## config.mk

```make
export PLATFORM = sky130hd
export DESIGN_NAME = tcc_cfg
export DESIGN_NICKNAME = d
export VERILOG_FILES = /design/src/rtl/core/tcc_pkg.sv /design/src/rtl/core/tcc_cfg.sv
export SDC_FILE = /design/constraint.sdc
export NUM_CORES = 1
export LEC_CHECK = 0
export ABC_AREA = 1
export BUFFER_PORTS_ARGS = -buffer_cell sky130_fd_sc_hd__buf_2
export CELL_PAD_IN_SITES_DETAIL_PLACEMENT = 0
export CELL_PAD_IN_SITES_GLOBAL_PLACEMENT = 1
export CORE_MARGIN = 2
export CORE_UTILIZATION = 35
export DETAILED_ROUTE_END_ITERATION = 16
export PLACE_DENSITY = 0.85
export SLEW_MARGIN = 25
export SYNTH_ARGS = -nofsm -noshare
export SYNTH_HDL_FRONTEND = slang
export SYNTH_SLANG_ARGS = --single-unit
```

## constraint.sdc

```tcl
create_clock -name i_clk -period 1.4 [get_ports i_clk]
set_input_delay 0.28 -clock i_clk [delete_from_list [all_inputs] [get_ports i_clk]]
set_output_delay 0.28 -clock i_clk [all_outputs]
set_load 0.005 [all_outputs]
```

## src/rtl/core/tcc_pkg.sv

```systemverilog
// ----------------------------------------------------------------------------
// tcc_pkg
// Types and constants of the text console cursor writer.
// ----------------------------------------------------------------------------
package tcc_pkg;

    localparam int POS_W    = 14;
    localparam int CH_W     = 8;
    localparam int COLOR_W  = 24;
    localparam int GEO_W    = 8;
    localparam int CURSOR_W = 13;
    localparam int SCROLL_W = 14;
    localparam int CFG_IW   = 3;
    localparam int CFG_DW   = 24;
    localparam int TAB_STOP = 4;

    localparam logic [CH_W-1:0] CH_TAB     = 8'h09;
    localparam logic [CH_W-1:0] CH_LF      = 8'h0A;
    localparam logic [CH_W-1:0] CH_VT      = 8'h0B;
    localparam logic [CH_W-1:0] CH_CR      = 8'h0D;
    localparam logic [CH_W-1:0] BLANK_CHAR = 8'h20;

    localparam logic [GEO_W-1:0]   RST_COLUMNS     = 8'd80;
    localparam logic [GEO_W-1:0]   RST_ROWS        = 8'd25;
    localparam logic [COLOR_W-1:0] RST_TEXT_COLOR  = 24'hFFFFFF;
    localparam logic [COLOR_W-1:0] RST_PAPER_COLOR = 24'h000000;

    typedef enum logic [1:0] {
        ACT_PUT   = 2'd0,
        ACT_SET   = 2'd1,
        ACT_READ  = 2'd2,
        ACT_CLEAR = 2'd3
    } t_action;

    typedef enum logic [CFG_IW-1:0] {
        CFG_COLUMNS     = 3'd0,
        CFG_ROWS        = 3'd1,
        CFG_TEXT        = 3'd2,
        CFG_PAPER       = 3'd3,
        CFG_BLANK_TEXT  = 3'd4,
        CFG_BLANK_PAPER = 3'd5
    } t_cfg_idx;

    typedef struct packed {
        t_action           action;
        logic [CH_W-1:0]   character;
        logic              advance;
        logic [POS_W-1:0]  position;
    } t_in_item;

    typedef struct packed {
        logic [CURSOR_W-1:0] cursor_cell;
        logic [SCROLL_W-1:0] rows_scrolled;
        logic                read_valid;
        logic [CH_W-1:0]     cell_character;
        logic [COLOR_W-1:0]  cell_text_colour;
        logic [COLOR_W-1:0]  cell_paper_colour;
    } t_out_item;

    typedef struct packed {
        logic [CH_W-1:0]    character;
        logic [COLOR_W-1:0] text_colour;
        logic [COLOR_W-1:0] paper_colour;
    } t_cell;

    typedef struct packed {
        logic [GEO_W-1:0]   columns;
        logic [GEO_W-1:0]   rows;
        logic [COLOR_W-1:0] text_colour;
        logic [COLOR_W-1:0] paper_colour;
        logic [COLOR_W-1:0] blank_text_colour;
        logic [COLOR_W-1:0] blank_paper_colour;
        logic               geo_dirty;
    } t_cfg;

    typedef enum logic [3:0] {
        S_SWEEP,
        S_IDLE,
        S_GEO_DIV,
        S_GEO_CELLS,
        S_COL,
        S_TARGET,
        S_CHECK,
        S_OVF_DIV,
        S_OVF_MUL,
        S_OVF_SUB,
        S_RD_ADDR,
        S_RD_DATA,
        S_DONE
    } t_state;

    typedef enum logic [1:0] {
        SW_INIT,
        SW_CLEAR,
        SW_SCROLL
    } t_sweep;

endpackage

```

## src/rtl/core/tcc_cfg.sv

```systemverilog
// ----------------------------------------------------------------------------
// tcc_cfg
// Configuration registers; flags the geometry stale after a size write.
// ----------------------------------------------------------------------------
module tcc_cfg (
    input  logic                        i_clk,
    input  logic                        i_rst_n,
    input  logic                        i_cfg_valid,
    output logic                        o_cfg_ready,
    input  logic [tcc_pkg::CFG_IW-1:0]  i_cfg_index,
    input  logic [tcc_pkg::CFG_DW-1:0]  i_cfg_data,
    input  logic                        i_geo_ack,
    output tcc_pkg::t_cfg               o_cfg
);
    import tcc_pkg::*;

    t_cfg r_cfg, n_cfg;
    logic wr;

    assign o_cfg_ready = 1'b1;
    assign wr          = i_cfg_valid && o_cfg_ready;

    always_comb begin
        n_cfg = r_cfg;
        if (i_geo_ack) begin
            n_cfg.geo_dirty = 1'b0;
        end
        if (wr) begin
            unique case (i_cfg_index)
                CFG_COLUMNS: begin
                    n_cfg.columns   = i_cfg_data[GEO_W-1:0];
                    n_cfg.geo_dirty = 1'b1;
                end
                CFG_ROWS: begin
                    n_cfg.rows      = i_cfg_data[GEO_W-1:0];
                    n_cfg.geo_dirty = 1'b1;
                end
                CFG_TEXT:        n_cfg.text_colour        = i_cfg_data[COLOR_W-1:0];
                CFG_PAPER:       n_cfg.paper_colour       = i_cfg_data[COLOR_W-1:0];
                CFG_BLANK_TEXT:  n_cfg.blank_text_colour  = i_cfg_data[COLOR_W-1:0];
                CFG_BLANK_PAPER: n_cfg.blank_paper_colour = i_cfg_data[COLOR_W-1:0];
                default: ;
            endcase
        end
    end

    always_ff @(posedge i_clk) begin
        if (!i_rst_n) begin
            r_cfg.columns            <= RST_COLUMNS;
            r_cfg.rows               <= RST_ROWS;
            r_cfg.text_colour        <= RST_TEXT_COLOR;
            r_cfg.paper_colour       <= RST_PAPER_COLOR;
            r_cfg.blank_text_colour  <= RST_TEXT_COLOR;
            r_cfg.blank_paper_colour <= RST_PAPER_COLOR;
            r_cfg.geo_dirty          <= 1'b1;
        end else begin
            r_cfg <= n_cfg;
        end
    end

    assign o_cfg = r_cfg;

endmodule

```

; Word-level counts from Yosys, hierarchy flattened
; Cells that the tools add are included.
[word_totals]
ff_bits = 113
inputBits = 31
out_inout_bits = 114
wordCells = 23
[classes]
n_eq_ne = 5
mux = 3
n_reduce_logical = 8
[op_table]
columns = operator, count
row1 = 2-bit AND reduction, 6
row2 = 3-bit by 2-bit == test with 1-bit output (second input constant), 2
row3 = 3-bit == test (second input constant), 2
row4 = 3-bit by 1-bit == test with 1-bit output (second input constant), 1
row5 = 3-bit zero test, 1
row6 = 1-bit 2-to-1 mux, 3
row7 = 2-bit OR reduction, 1

; Depth between registers and ports, before layout
[depth]
depth_word = 4
depth_mapped = 7
mapped_depth_nobuf = 6

; Worst setup path after synthesis
; OpenSTA, ideal clock, no wires.
[synth_path]
kind = input to register
start = input port i_rst_n
end = register r_cfg (netlist bit o_cfg[100])
setup_time_ps = 130
t_arrival_ps = 977
required_ps = 1270
setup_slack_ps = 293
cell_stages = 4
path_buffers = 3
path_cell_list = clkbuf_1 -> buf_2 -> clkbuf_1 -> nand3_1
[synth_lines]
columns = element, line
row1 = from (decl), tcc_cfg.sv:7  ; input logic i_rst_n,
row2 = to (signal assigned), tcc_cfg.sv:57  ; r_cfg <= n_cfg;
row3 = to (decl), tcc_cfg.sv:17  ; t_cfg r_cfg, n_cfg;
; No word-level cell between the ends.

; Final worst setup path
[layout_path]
start = register r_cfg (netlist bit o_cfg[51])
end = output port o_cfg[51] in the netlist's numbering
[layout_lines]
columns = element, line
row1 = to (decl), tcc_cfg.sv:13  ; output tcc_pkg::t_cfg o_cfg
; No word-level cell between the ends.

==> flow_summary.json <==
{
  "hold_depth": 3,
  "cts_tree": "done",
  "rsz0062_at_grt": "no",
  "final_common_cell": "nand2_1",
  "port_buffers": 143,
  "ctsResizeCount": 0,
  "cts_inserted_buffers": 17,
  "final-max-slew-violation-count": 0,
  "globalplace.congestion": 0.830,
  "cpLargestDelayFamily": "flip-flops",
  "skew_ns": 0,
  "wl_per_cell_um": 14.3,
  "setup_viol": 0,
  "p_leak_nw": 2.96,
  "power_density_nw_per_um2": 1480,
  "clock-root-buffer": "clkbuf_16",
  "syn_area_um2": 4340,
  "critPathMaxStageDelay_ns": 0.36,
  "dr.pass1.iters": 5,
  "via_per_inst": 4.77,
  "cts_hold_buf": 0,
  "fmax_mhz": 846,
  "synth_nets": 630,
  "areaGrowthSynthToFinish_pct": 37.2,
  "cpMaxStageDelayCell": "dfxtp_1",
  "cp_cell_sequence": "buf_2",
  "grt_pass1_wl_um": 20800,
  "die_x_um": 115,
  "rows": 40,
  "ir_worst_vdd_uv": 633,
  "yosysSeqAreaShare_pct": 52.1,
  "power.total_mw": 8.84,
  "hold_class": "in2reg",
  "fillerInstances": 1185,
  "grt_max_degree": 64,
  "final_cell_mix": "nand2_1, buf_2, nand3_1",
  "grt_use_total_pct": 20.3,
  "reg2reg_slack_ns": 0.81,
  "path_depth": 1,
  "placedCellCount": 889,
  "htreeDepth": 4,
  "finalNetCount": 771,
  "hpwl_um": 9710,
  "post-route-util_pct": 49.4,
  "antenna_found_initial": 1,
  "timing_hold_violations_final": 0,
  "cp_max_fo": 2,
  "avgSynthCellArea_um2": 7.25,
  "ios": 145,
  "core_area_um2": 12100,
  "worstPathRequired_ns": 1.12,
  "grt_overflow": 0,
  "clk_pin_slew_ns": 0.05,
  "ys_seq_elements": 113,
  "post-cts-setup-buffers": 0,
  "layout-drive-gt1-share_pct": 27.5,
  "antenna_left": 0,
  "fin_crit_sh_pct": 84.5,
  "maxCapViolations": 0,
  "start_util_pct": 36.0,
  "largest_reg_flops": 113,
  "critical_path_class": "reg2out",
  "drcViolationCount": 0,
  "status": "finished clean",
  "cts_sinks": 113,
  "drtIter0Drc": 325,
  "postRouteWirelength_um": 13200,
  "crit_arrival_ns": 0.90,
  "instances_no_fill": 922,
  "setup_ws_ns": 0.217,
  "fin_crit_ns": 1.18,
  "clkLatencyLatePin_ns": 0.41,
  "dieArea_um2": 13300,
  "critPathLaunchType": "flop",
  "yosysWarnings": 0,
  "end_kind": "output pin",
  "netlist_instances": 599,
  "ys_types": 15,
  "die_h_um": 115,
  "clockBufferDepth": 2,
  "ff2ff_path_depth": 2,
  "path_buf_inv": 1,
  "grt_pass1_vias": 4089,
  "place_ws_ns": 0.0734,
  "finalSetupTns_ns": 0,
  "vias": 4396
}
-- synth_stat cells --
cell	instances	area [um^2]
inv_1	27	101
nand3_1	136	681
inv_2	5	18.8
nor2_4	4	45.0
nand2_1	148	556
conb_1	1	3.75
nand4_1	1	6.26
nor2_2	2	12.5
buf_1	7	26.3
buf_4	6	45.0
dfxtp_1	113	2260
buf_2	14	70.1
clkbuf_1	12	45.0
nor2_1	120	450
nand2_2	3	18.8
-- metrics by stage --
stage          cell area [um^2]  hold slack (ns)
2_1_floorplan              4340            0.393
6_report                   5960            0.125
3_3_place_gp               5300            0.436
3_5_place_dp               5300            0.437
5_1_grt                    5960            0.132
4_1_cts                    5950            0.106
-- routing by layer --
metal  track usage, %  wire (um)  vias to the layer above
met4             8.92        255                        0
met2             30.2       5900                      177
met1             27.0       5920                     2029
met5                0          0                        -
li1                 -          -                     2169
met3             6.22       1130                       21
-- final cells by class --
cell class / count / area (um^2) / area share (%)
repair buffers: 161 / 928 / 15.6
diodes: 1 / 2.50 / 0.0420
clock buffers: 21 / 470 / 7.90
clock inverters: 11 / 183 / 3.07
inverters: 32 / 120 / 2.02
flip-flops and latches: 113 / 2260 / 38.0
multi-input cells: 415 / 1780 / 29.9
well taps: 168 / 210 / 3.53
-- power breakdown --
| part | internal [mW] | switching, mW |
|---|---|---|
| logic | 0.271 | 0.440 |
| clock network | 3.28 | 1.45 |
| registers | 3.34 | 0.0609 |
| total | 6.89 | 1.96 |
-- kinds of logic (layout without fill, tap and decap cells) --
kind of cell / count (synthesis) / after routing / share of synthesized area [%]
buffers and inverters: 71 / 225 / 7.06
other: 1 / 2 / 0.0864
and+or+nand+nor: 414 / 414 / 40.7
DFF: 113 / 113 / 52.1
-- final timing paths --
check / from / to
worst max-delay path: o_cfg[51] / o_cfg[51]
worst min-delay path: i_cfg_data[13] / o_cfg[38]
worst max register to register: o_cfg[0] / o_cfg[0]
worst min register to register: o_cfg[88] / o_cfg[88]
No activity file was read; power rests on OpenSTA's default activity.
