<file path="config.mk">
export PLATFORM = sky130hd
export DESIGN_NAME = tcc_div
export DESIGN_NICKNAME = d
export VERILOG_FILES = /design/src/rtl/core/tcc_pkg.sv /design/src/rtl/core/tcc_div.sv
export SDC_FILE = /design/constraint.sdc
export NUM_CORES = 1
export LEC_CHECK = 0
export BUFFER_PORTS_ARGS = -buffer_cell sky130_fd_sc_hd__buf_2
export CORE_AREA = 2 2 54 93
export DETAILED_ROUTE_END_ITERATION = 12
export DIE_AREA = 0 0 56 95
export PLACE_DENSITY = 0.67
export SLEW_MARGIN = 20
export SYNTH_ARGS = -nofsm -noshare
export SYNTH_HDL_FRONTEND = slang
export SYNTH_SLANG_ARGS = --single-unit
</file>
<file path="constraint.sdc">
create_clock -name i_clk -period 3.25 [get_ports i_clk]
set_input_delay 0.325 -clock i_clk [delete_from_list [all_inputs] [get_ports i_clk]]
set_output_delay 0.325 -clock i_clk [all_outputs]
set_load 0.01 [all_outputs]
</file>
<file path="src/rtl/core/tcc_pkg.sv">
// ----------------------------------------------------------------------------
// tcc_pkg
// Types and constants of the text console cursor writer.
// ----------------------------------------------------------------------------
package tcc_pkg;

    localparam int POS_W    = 14;
    localparam int CH_W     = 8;
    localparam int COLOR_W  = 24;
    localparam int GEO_W    = 8;
    localparam int CURSOR_W = 13;
    localparam int SCROLL_W = 14;
    localparam int CFG_IW   = 3;
    localparam int CFG_DW   = 24;
    localparam int TAB_STOP = 4;

    localparam logic [CH_W-1:0] CH_TAB     = 8'h09;
    localparam logic [CH_W-1:0] CH_LF      = 8'h0A;
    localparam logic [CH_W-1:0] CH_VT      = 8'h0B;
    localparam logic [CH_W-1:0] CH_CR      = 8'h0D;
    localparam logic [CH_W-1:0] BLANK_CHAR = 8'h20;

    localparam logic [GEO_W-1:0]   RST_COLUMNS     = 8'd80;
    localparam logic [GEO_W-1:0]   RST_ROWS        = 8'd25;
    localparam logic [COLOR_W-1:0] RST_TEXT_COLOR  = 24'hFFFFFF;
    localparam logic [COLOR_W-1:0] RST_PAPER_COLOR = 24'h000000;

    typedef enum logic [1:0] {
        ACT_PUT   = 2'd0,
        ACT_SET   = 2'd1,
        ACT_READ  = 2'd2,
        ACT_CLEAR = 2'd3
    } t_action;

    typedef enum logic [CFG_IW-1:0] {
        CFG_COLUMNS     = 3'd0,
        CFG_ROWS        = 3'd1,
        CFG_TEXT        = 3'd2,
        CFG_PAPER       = 3'd3,
        CFG_BLANK_TEXT  = 3'd4,
        CFG_BLANK_PAPER = 3'd5
    } t_cfg_idx;

    typedef struct packed {
        t_action           action;
        logic [CH_W-1:0]   character;
        logic              advance;
        logic [POS_W-1:0]  position;
    } t_in_item;

    typedef struct packed {
        logic [CURSOR_W-1:0] cursor_cell;
        logic [SCROLL_W-1:0] rows_scrolled;
        logic                read_valid;
        logic [CH_W-1:0]     cell_character;
        logic [COLOR_W-1:0]  cell_text_colour;
        logic [COLOR_W-1:0]  cell_paper_colour;
    } t_out_item;

    typedef struct packed {
        logic [CH_W-1:0]    character;
        logic [COLOR_W-1:0] text_colour;
        logic [COLOR_W-1:0] paper_colour;
    } t_cell;

    typedef struct packed {
        logic [GEO_W-1:0]   columns;
        logic [GEO_W-1:0]   rows;
        logic [COLOR_W-1:0] text_colour;
        logic [COLOR_W-1:0] paper_colour;
        logic [COLOR_W-1:0] blank_text_colour;
        logic [COLOR_W-1:0] blank_paper_colour;
        logic               geo_dirty;
    } t_cfg;

    typedef enum logic [3:0] {
        S_SWEEP,
        S_IDLE,
        S_GEO_DIV,
        S_GEO_CELLS,
        S_COL,
        S_TARGET,
        S_CHECK,
        S_OVF_DIV,
        S_OVF_MUL,
        S_OVF_SUB,
        S_RD_ADDR,
        S_RD_DATA,
        S_DONE
    } t_state;

    typedef enum logic [1:0] {
        SW_INIT,
        SW_CLEAR,
        SW_SCROLL
    } t_sweep;

endpackage

</file>
<file path="src/rtl/core/tcc_div.sv">
// ----------------------------------------------------------------------------
// tcc_div
// Restoring divider, one quotient bit per cycle, by an 8-bit divisor.
// ----------------------------------------------------------------------------
module tcc_div #(
    parameter int DW = 15
) (
    input  logic                       i_clk,
    input  logic                       i_rst_n,
    input  logic                       i_start,
    input  logic [DW-1:0]              i_dividend,
    input  logic [tcc_pkg::GEO_W-1:0]  i_divisor,
    output logic                       o_done,
    output logic [DW-1:0]              o_quo,
    output logic [tcc_pkg::GEO_W-1:0]  o_rem
);
    import tcc_pkg::*;

    localparam int CW = $clog2(DW + 1);

    logic              r_busy, n_busy;
    logic              r_done, n_done;
    logic [CW-1:0]     r_cnt, n_cnt;
    logic [DW-1:0]     r_quo, n_quo;
    logic [GEO_W-1:0]  r_rem, n_rem;
    logic [GEO_W-1:0]  r_dvs, n_dvs;

    logic [GEO_W:0]    shifted;
    logic [GEO_W:0]    trial;
    logic              fits;

    assign shifted = {r_rem, r_quo[DW-1]};
    assign trial   = shifted - {1'b0, r_dvs};
    assign fits    = (shifted >= {1'b0, r_dvs});

    always_comb begin
        n_busy = r_busy;
        n_done = 1'b0;
        n_cnt  = r_cnt;
        n_quo  = r_quo;
        n_rem  = r_rem;
        n_dvs  = r_dvs;
        if (i_start) begin
            n_busy = 1'b1;
            n_cnt  = CW'(DW);
            n_quo  = i_dividend;
            n_rem  = '0;
            n_dvs  = i_divisor;
        end else if (r_busy) begin
            n_rem = fits ? trial[GEO_W-1:0] : shifted[GEO_W-1:0];
            n_quo = {r_quo[DW-2:0], fits};
            n_cnt = r_cnt - CW'(1);
            if (r_cnt == CW'(1)) begin
                n_busy = 1'b0;
                n_done = 1'b1;
            end
        end
    end

    always_ff @(posedge i_clk) begin
        if (!i_rst_n) begin
            r_busy <= 1'b0;
            r_done <= 1'b0;
            r_cnt  <= '0;
        end else begin
            r_busy <= n_busy;
            r_done <= n_done;
            r_cnt  <= n_cnt;
        end
        r_quo <= n_quo;
        r_rem <= n_rem;
        r_dvs <= n_dvs;
    end

    assign o_done = r_done;
    assign o_quo  = r_quo;
    assign o_rem  = r_rem;

endmodule

</file>
Word level (Yosys, flattened, before mapping)
Index checks and enable logic that the tools add are counted.
- flip-flop bits (word level): 37
- input bits: 26
- output and inout port bits: 24
- logic and storage cells: 23
- $add $sub $neg: 2
- $lt $le $gt $ge: 1
- equality and inequality tests: 1
- multiplexer cells: 9
- bitwise gates (word level): 2
- reductions and logical operators: 2
- operators with widths (cell ; number):
    $mux 15 ; 2
    $ge 9x8->1 ; 1
    $mux 4 ; 2
    $mux 8 ; 1
    $sub 8x8->8 ; 1
    $eq 4x1->1 const B ; 1
    $mux 1 ; 4
    $sub 4x1->4 const B ; 1
    $reduce_or 3->1 ; 1
    $not 1->1 ; 2
    $reduce_bool 2->1 ; 1

Longest topological paths before layout
Gate-level depths: netlist of the first run.
- depth after elaboration: 4
- depth in mapped cells: 8
- mapped depth without buffers: 8

Worst setup path after synthesis of the first run
OpenSTA, ideal clock, no wires.
- kind: register to register
- start: register r_quo[14], in the netlist o_quo[14]
- end: register r_rem[6], in the netlist o_rem[6]
- setup time: 88 ps
- data arrival time: 2011 ps
- setup slack: 1150 ps
- stages on the path, launching flop included: 9
- path buffers: 0
- clock period less this slack: 2100 ps
- cell sequence: edfxtp_1 -> inv_1 -> ha_1 -> fa_1 -> nand2b_1 -> a2111oi_0 -> a311oi_1 -> a21o_1 -> a311oi_2
- word-level cells in the longest chain between the ends: 2
- ends and longest elaborated chain (item ; line ; source):
    start, declared ; tcc_div.sv:24 ; logic [DW-1:0] r_quo, n_quo;
    start signal, assigned ; tcc_div.sv:70 ; r_quo <= n_quo;
    $sub 8x8->8 or $ge 9x8->1 (tied branches) ; tcc_div.sv:33, tcc_div.sv:34 ;
    $mux 8 * ; tcc_div.sv:50 ; n_rem = fits ? trial[GEO_W-1:0] : shifted[GEO_W-1:0];
    end signal, assigned ; tcc_div.sv:71 ; r_rem <= n_rem;
    end, declared ; tcc_div.sv:25 ; logic [GEO_W-1:0] r_rem, n_rem;
Every way passes the cells marked *; elsewhere a longest branch is shown, timed or not.
A chain may end at the register's enable or synchronous reset.

Worst setup path after layout of the first run
Same ends and word-level chain as after synthesis.

==> flow_summary.toml, run 1 <==
[logic_synthesis]
synth.avg_cell_area_um2 = 11.0
synth_top_area_share_pct = 35.0
yosysSeqAreaShare_pct = 49.1
ys_seq_elements = 37
netlist_top_cells_area = "edfxtp_1, dfxtp_1, mux2_2"
synth_top_area_cell = "edfxtp_1"
syn_area_mm2 = 0.00198
syn-num-nets = 216
ys.warnings.count = 0
syn_inst = 179
synth_edf_count = 23
yosysUniqueCellTypes = 44
synthFlopType = "edfxtp_1"
postSynth.asyncResetShare_pct = 0

[setup_path]
r2r-end = "o_rem[6]"
startpoint_type = "register"
rrSetupSlack_ns = 1.04
r2r-start = "o_quo[14]"
crit_fanout = 3
endpoint_kind = "register"
crit_type = "register to register"
reg2reg_depth = 8
cp.arrival_ns = 2.42
cp.required_ns = 3.45

[sta]
fin_crit_ns = 2.21
finClkSkew_ns = 0.00483
setup_viol = 0
hold_slack_ns = 0.212
slew_headroom_pct = 49.5
maxSlewViolCount = 0
hold_violations = 0
layout_worst_path_cycle_share_pct = 68.1
rsz0062_at_grt = "no"
tightestPinTransition_ns = 0.756
fmax_ghz = 0.452
finalWorstSetupSlack_ns = 1.04
tns_ns = 0

[clock_tree]
cts_buffers = 5
clock_sinks = 37
postCtsHoldBufs = 0
h-tree-depth = 2
clk_pin_slew_worst_paths_ns = 0.07
cts_setup_buffers = 0
cts_tree = "built"
cts_buffer_depth = 2
ctsRootBufferMaster = "clkbuf_8"
cts_resized = 0
clk_latency_ns = 0.28

[route]
dr_total_vias = 1495
via_per_inst = 5.28
drc = 0
dr.pass1.iters = 4
wl_mm = 4.05
first_iter_violations = 29
final_antenna_net_count = 0
post_drt_wl_per_cell_um = 14.3

[hold_path]
min_to = "r_dvs[0]"
holdPathStages = 1
min_from = "i_divisor[0]"
hold_class = "input pin to register"

[global_routing]
grt.met1_usage_pct = 15.2
use_met2_pct = 30.6
antenna_found_initial = 0
gr-max-usage-layer = "met2"
grt_use_met3_pct = 3.70
grt_max_degree = 25
grt.total_usage_pct = 15.8
grt_pass1_vias = 1430
grt.overflow.total = 0
grt_pass1_wl_mm = 6.47

[power]
ir_drop_mv = 0.395
power_frac_comb_pct = 22.6
clkPwrFrac_pct = 28.1
p_int_uw = 846
switching_power_uw = 338
p_leak_uw = 0.000999
total_power_uw = 1180
pwr_density_cell_mw_per_mm2 = 501
p_seq_share_pct = 49.3
switching_share_pct = 28.5

[finish]
final_nets = 267
finalNonFillerCells = 283
syn2layout_area_growth_pct = 19.5
diodes = 0
layout-drive-gt1-share_pct = 33.8
fillers = 430

[die]
core_area_mm2 = 0.00462
die_w_um = 56
num_rows = 33
chipHeight_um = 95
dieArea_mm2 = 0.00532
io_pins = 50
initial_core_util_pct = 42.7

[place]
place_hpwl_mm = 3.08
place_congestion = 0.862
placed_cells = 275
preCtsSetupSlack_ns = 1.08
portBuffers = 49

[flow_run]
drv_cap = 0

[outcome]
status = "complete, no violations"
==> cells in the mapped netlist (3+ instances only) <==
master	instances
nor2b_1	4
buf_2	3
a21o_1	3
inv_1	14
nand3_1	3
ha_1	10
xor2_1	4
edfxtp_1	23
o21a_1	5
a21oi_1	8
xnor2_1	4
nand2_1	13
nand2b_1	5
and2_1	3
a311oi_2	3
mux2_2	14
dfxtp_1	14
nor2_1	16
==> power groups by stage <==
stage	registers (uW)	logic (uW)	clock network (uW)
2_1_floorplan	598	175	0
3_3_place_gp	594	266	0
3_5_place_dp	595	268	0
4_1_cts	585	270	342
5_1_grt	591	297	359
6_report	584	267	332
==> worst max path at each step <==
stage	start	endpoint	slack, ns	cells past startpoint
3_3_place_gp	o_rem[1]	o_rem[1]	1.12	6
3_5_place_dp	o_quo[14]	o_rem[6]	1.08	8
6_report	o_quo[14]	o_rem[6]	1.04	8
2_1_floorplan	o_quo[14]	o_rem[6]	1.15	8
5_1_grt	o_quo[14]	o_rem[6]	0.77	8
4_1_cts	o_quo[14]	o_rem[6]	1.04	8
==> registers in the layout (all words and copies together) (netlist names) <==
name and cells:
r_dvs 8, o_done 1, r_cnt 4, r_busy 1, o_rem 8, o_quo 15
==> critical path, stage by stage (launching register included) <==
cell and delay [ns]:
edfxtp_1 0.37, inv_1 0.05, ha_1 0.23, fa_1 0.41, nand2b_1 0.20, a2111oi_0 0.39
a311oi_1 0.09, a21o_1 0.18, a311oi_2 0.21
==> cells in the final DEF (no fill, tap or decap), drive strengths merged, types with 5 or more instances in the layout <==
cell type and n:
dfxtp 14, inv 14, nand2b 5, mux2 14, nand2 13, buf 51
edfxtp 23, ha 10, o21a 5, nor2 16, clkbuf 7, a21oi 8
==> per-layer routing <==
layer  up-vias  share of wire, %
met5         -                 0
met4         0               3.6
met3        11               3.9
met2        37                55
met1       702                38
li1        745                 -
==> per-stage QoR <==
stage	area [um^2]	util [%]
final	2360	51.1
after global routing	2360	51.1
after CTS	2360	51.1
after detailed placement	2270	49.0
after global placement	2270	49.0
after floorplan	1980	-
==> kinds of logic (layout without fill, tap and decap cells) <==
kind of cell / Yosys count / count (layout) / share of synthesized area, %
xor+xnor: 8 / 8 / 3.55
buf+inv: 21 / 73 / 4.37
compound gates: 35 / 35 / 13.4
flops: 37 / 37 / 49.1
fa+ha+maj: 11 / 11 / 7.35
simple gates: 52 / 52 / 13.7
mux: 15 / 15 / 8.49
==> layout make-up <==
cell class              instances  area (um^2)  area share [%]
clock inverters                 1         7.51           0.318
multi-input cells             121          918            38.9
repair buffers                 51          260            11.0
clock buffers                   7         86.3            3.66
inverters                      14         52.6            2.23
flip-flops and latches         37          971            41.1
well taps                      52         65.1            2.76
Power figures use the tool's default switching activity.
==> run 2, diff against run 1 <==
--- a/config.mk
+++ b/config.mk
@@ -9,7 +9,7 @@
 export CORE_AREA = 2 2 54 93
 export DETAILED_ROUTE_END_ITERATION = 12
 export DIE_AREA = 0 0 56 95
-export PLACE_DENSITY = 0.67
+export PLACE_DENSITY = 0.7
 export SLEW_MARGIN = 20
 export SYNTH_ARGS = -nofsm -noshare
 export SYNTH_HDL_FRONTEND = slang
==> constraint.sdc (replaced) <==
create_clock -name i_clk -period 1.8 [get_ports i_clk]
set_input_delay 0.18 -clock i_clk [delete_from_list [all_inputs] [get_ports i_clk]]
set_output_delay 0.18 -clock i_clk [all_outputs]
set_load 0.01 [all_outputs]
==> flow_summary.toml, run 2 (synthesized netlist as in run 1, its figures left out) <==
[clock_tree]
ctsRootBufferMaster = "clkbuf_8"
clk_pin_slew_worst_paths_ns = 0.08
cts_buffer_depth = 2
clk_latency_ns = 0.29
cts_buffers = 5
h-tree-depth = 2
clock_sinks = 37
cts_tree = "built"

[route]
dr_total_vias = 1654
wl_mm = 4.72
drc = 0
final_antenna_net_count = 0
first_iter_violations = 45
dr.pass1.iters = 4
via_per_inst = 5.35
post_drt_wl_per_cell_um = 15.3

[global_routing]
grt_max_degree = 24
grt_pass1_wl_mm = 7.77
grt.total_usage_pct = 19.0
antenna_found_initial = 0
grt_pass1_vias = 1776
grt.overflow.total = 0

[die]
chipHeight_um = 95
die_w_um = 56
core_area_mm2 = 0.00462
dieArea_mm2 = 0.00532
num_rows = 33
initial_core_util_pct = 42.7
io_pins = 50

[place]
portBuffers = 49
place_hpwl_mm = 3.54
place_congestion = 0.851
placed_cells = 296

[power]
ir_drop_mv = 0.500
pwr_density_cell_mw_per_mm2 = 870
p_leak_uw = 0.00114
total_power_uw = 2330

[setup_path]
endpoint_kind = "register"
startpoint_type = "register"
cp.arrival_ns = 2.15
r2r-start = "r_dvs[0]"
cp-startpoint = "r_dvs[0]"
crit_type = "register to register"
cp.required_ns = 2.00
crit_fanout = 3
rrSetupSlack_ns = -0.14

[finish]
diodes = 0
final_nets = 293
fillers = 404
syn2layout_area_growth_pct = 35.7
multi_input_area_mm2 = 0.00104
finalNonFillerCells = 309
final-seq-area_um2 = 971
largest_reg_flops = 15
layout_commonest_cell = "buf_2"
layout-drive-gt1-share_pct = 48.2
final_cell_mix = "buf_2, buf_4, edfxtp_1, nor2_1"

[sta]
slew_headroom_pct = 68.7
layout_worst_path_cycle_share_pct = 108
finalWorstSetupSlack_ns = -0.144
maxSlewViolCount = 0
finClkSkew_ns = 0.0116
fmax_ghz = 0.514
hold_violations = 0
rsz0062_at_grt = "yes"
setup_viol = 8
tightestPinTransition_ns = 0.465
fin_crit_ns = 1.94

[hold_path]
hold_class = "input pin to register"
min_from = "i_divisor[0]"

[outcome]
violations = "setup timing"
status = "finished with violations"

[flow_run]
drv_cap = 0
-- run 2: critical path, cell delays in order (launching register included) --
cell and delay (ns):
edfxtp_1 0.41, ha_4 0.18, fa_2 0.35, nand2b_4 0.17, a2111oi_4 0.28, a311oi_1 0.07
a21o_1 0.17, a311oi_2 0.22
-- run 2: cell type report --
| type | instances | area share (%) |
|---|---|---|
| Multi-Input combinational cell | 121 | 38.6 |
| Tap cell | 52 | 2.43 |
| Clock buffer | 7 | 3.22 |
| Sequential cell | 37 | 36.2 |
| Inverter | 14 | 1.96 |
| Timing Repair Buffer | 77 | 17.3 |
| Clock inverter | 1 | 0.280 |
-- run 2: repair_timing --
action | 4_1_cts | 5_1_grt
setup endpoints to repair | 9 | 9
hold buffers | 0 | 0
pin swaps | 3 | 2
buffers inserted | 5 | 0
resized for setup | 13 | 7
-- run 2: through the flow --
stage          instance area [um^2]  hold slack [ns]  util, %  setup WS (ns)  setup TNS, ns
5_1_grt                        2680           0.0492     58.0         -0.228          -1.37
4_1_cts                        2650           0.0544     57.3         -0.136         -0.546
3_3_place_gp                   2470            0.357     53.4        -0.0806         -0.127
2_1_floorplan                  2020            0.279        -         -0.115         -0.115
6_report                       2680           0.0622     58.0         -0.144         -0.688
3_5_place_dp                   2470            0.358     53.4         -0.138         -0.585
-- run 2: final timing paths --
check             end  cells past startpoint
min reg2reg    o_done                      3
max          o_rem[6]                      7
max reg2reg  o_rem[6]                      7
min          r_dvs[0]                      1
-- run 2: where the power goes --
group	internal [uW]	total (uW)	switching (uW)
registers	992	1040	50.7
clock network	311	606	294
logic	342	685	343
total	1650	2330	688
-- run 2: metal layers --
metal	routed length, um	global-route usage, %
met5	0	0
met4	157	8.73
met3	144	3.01
met2	2730	37.9
met1	1690	18.3
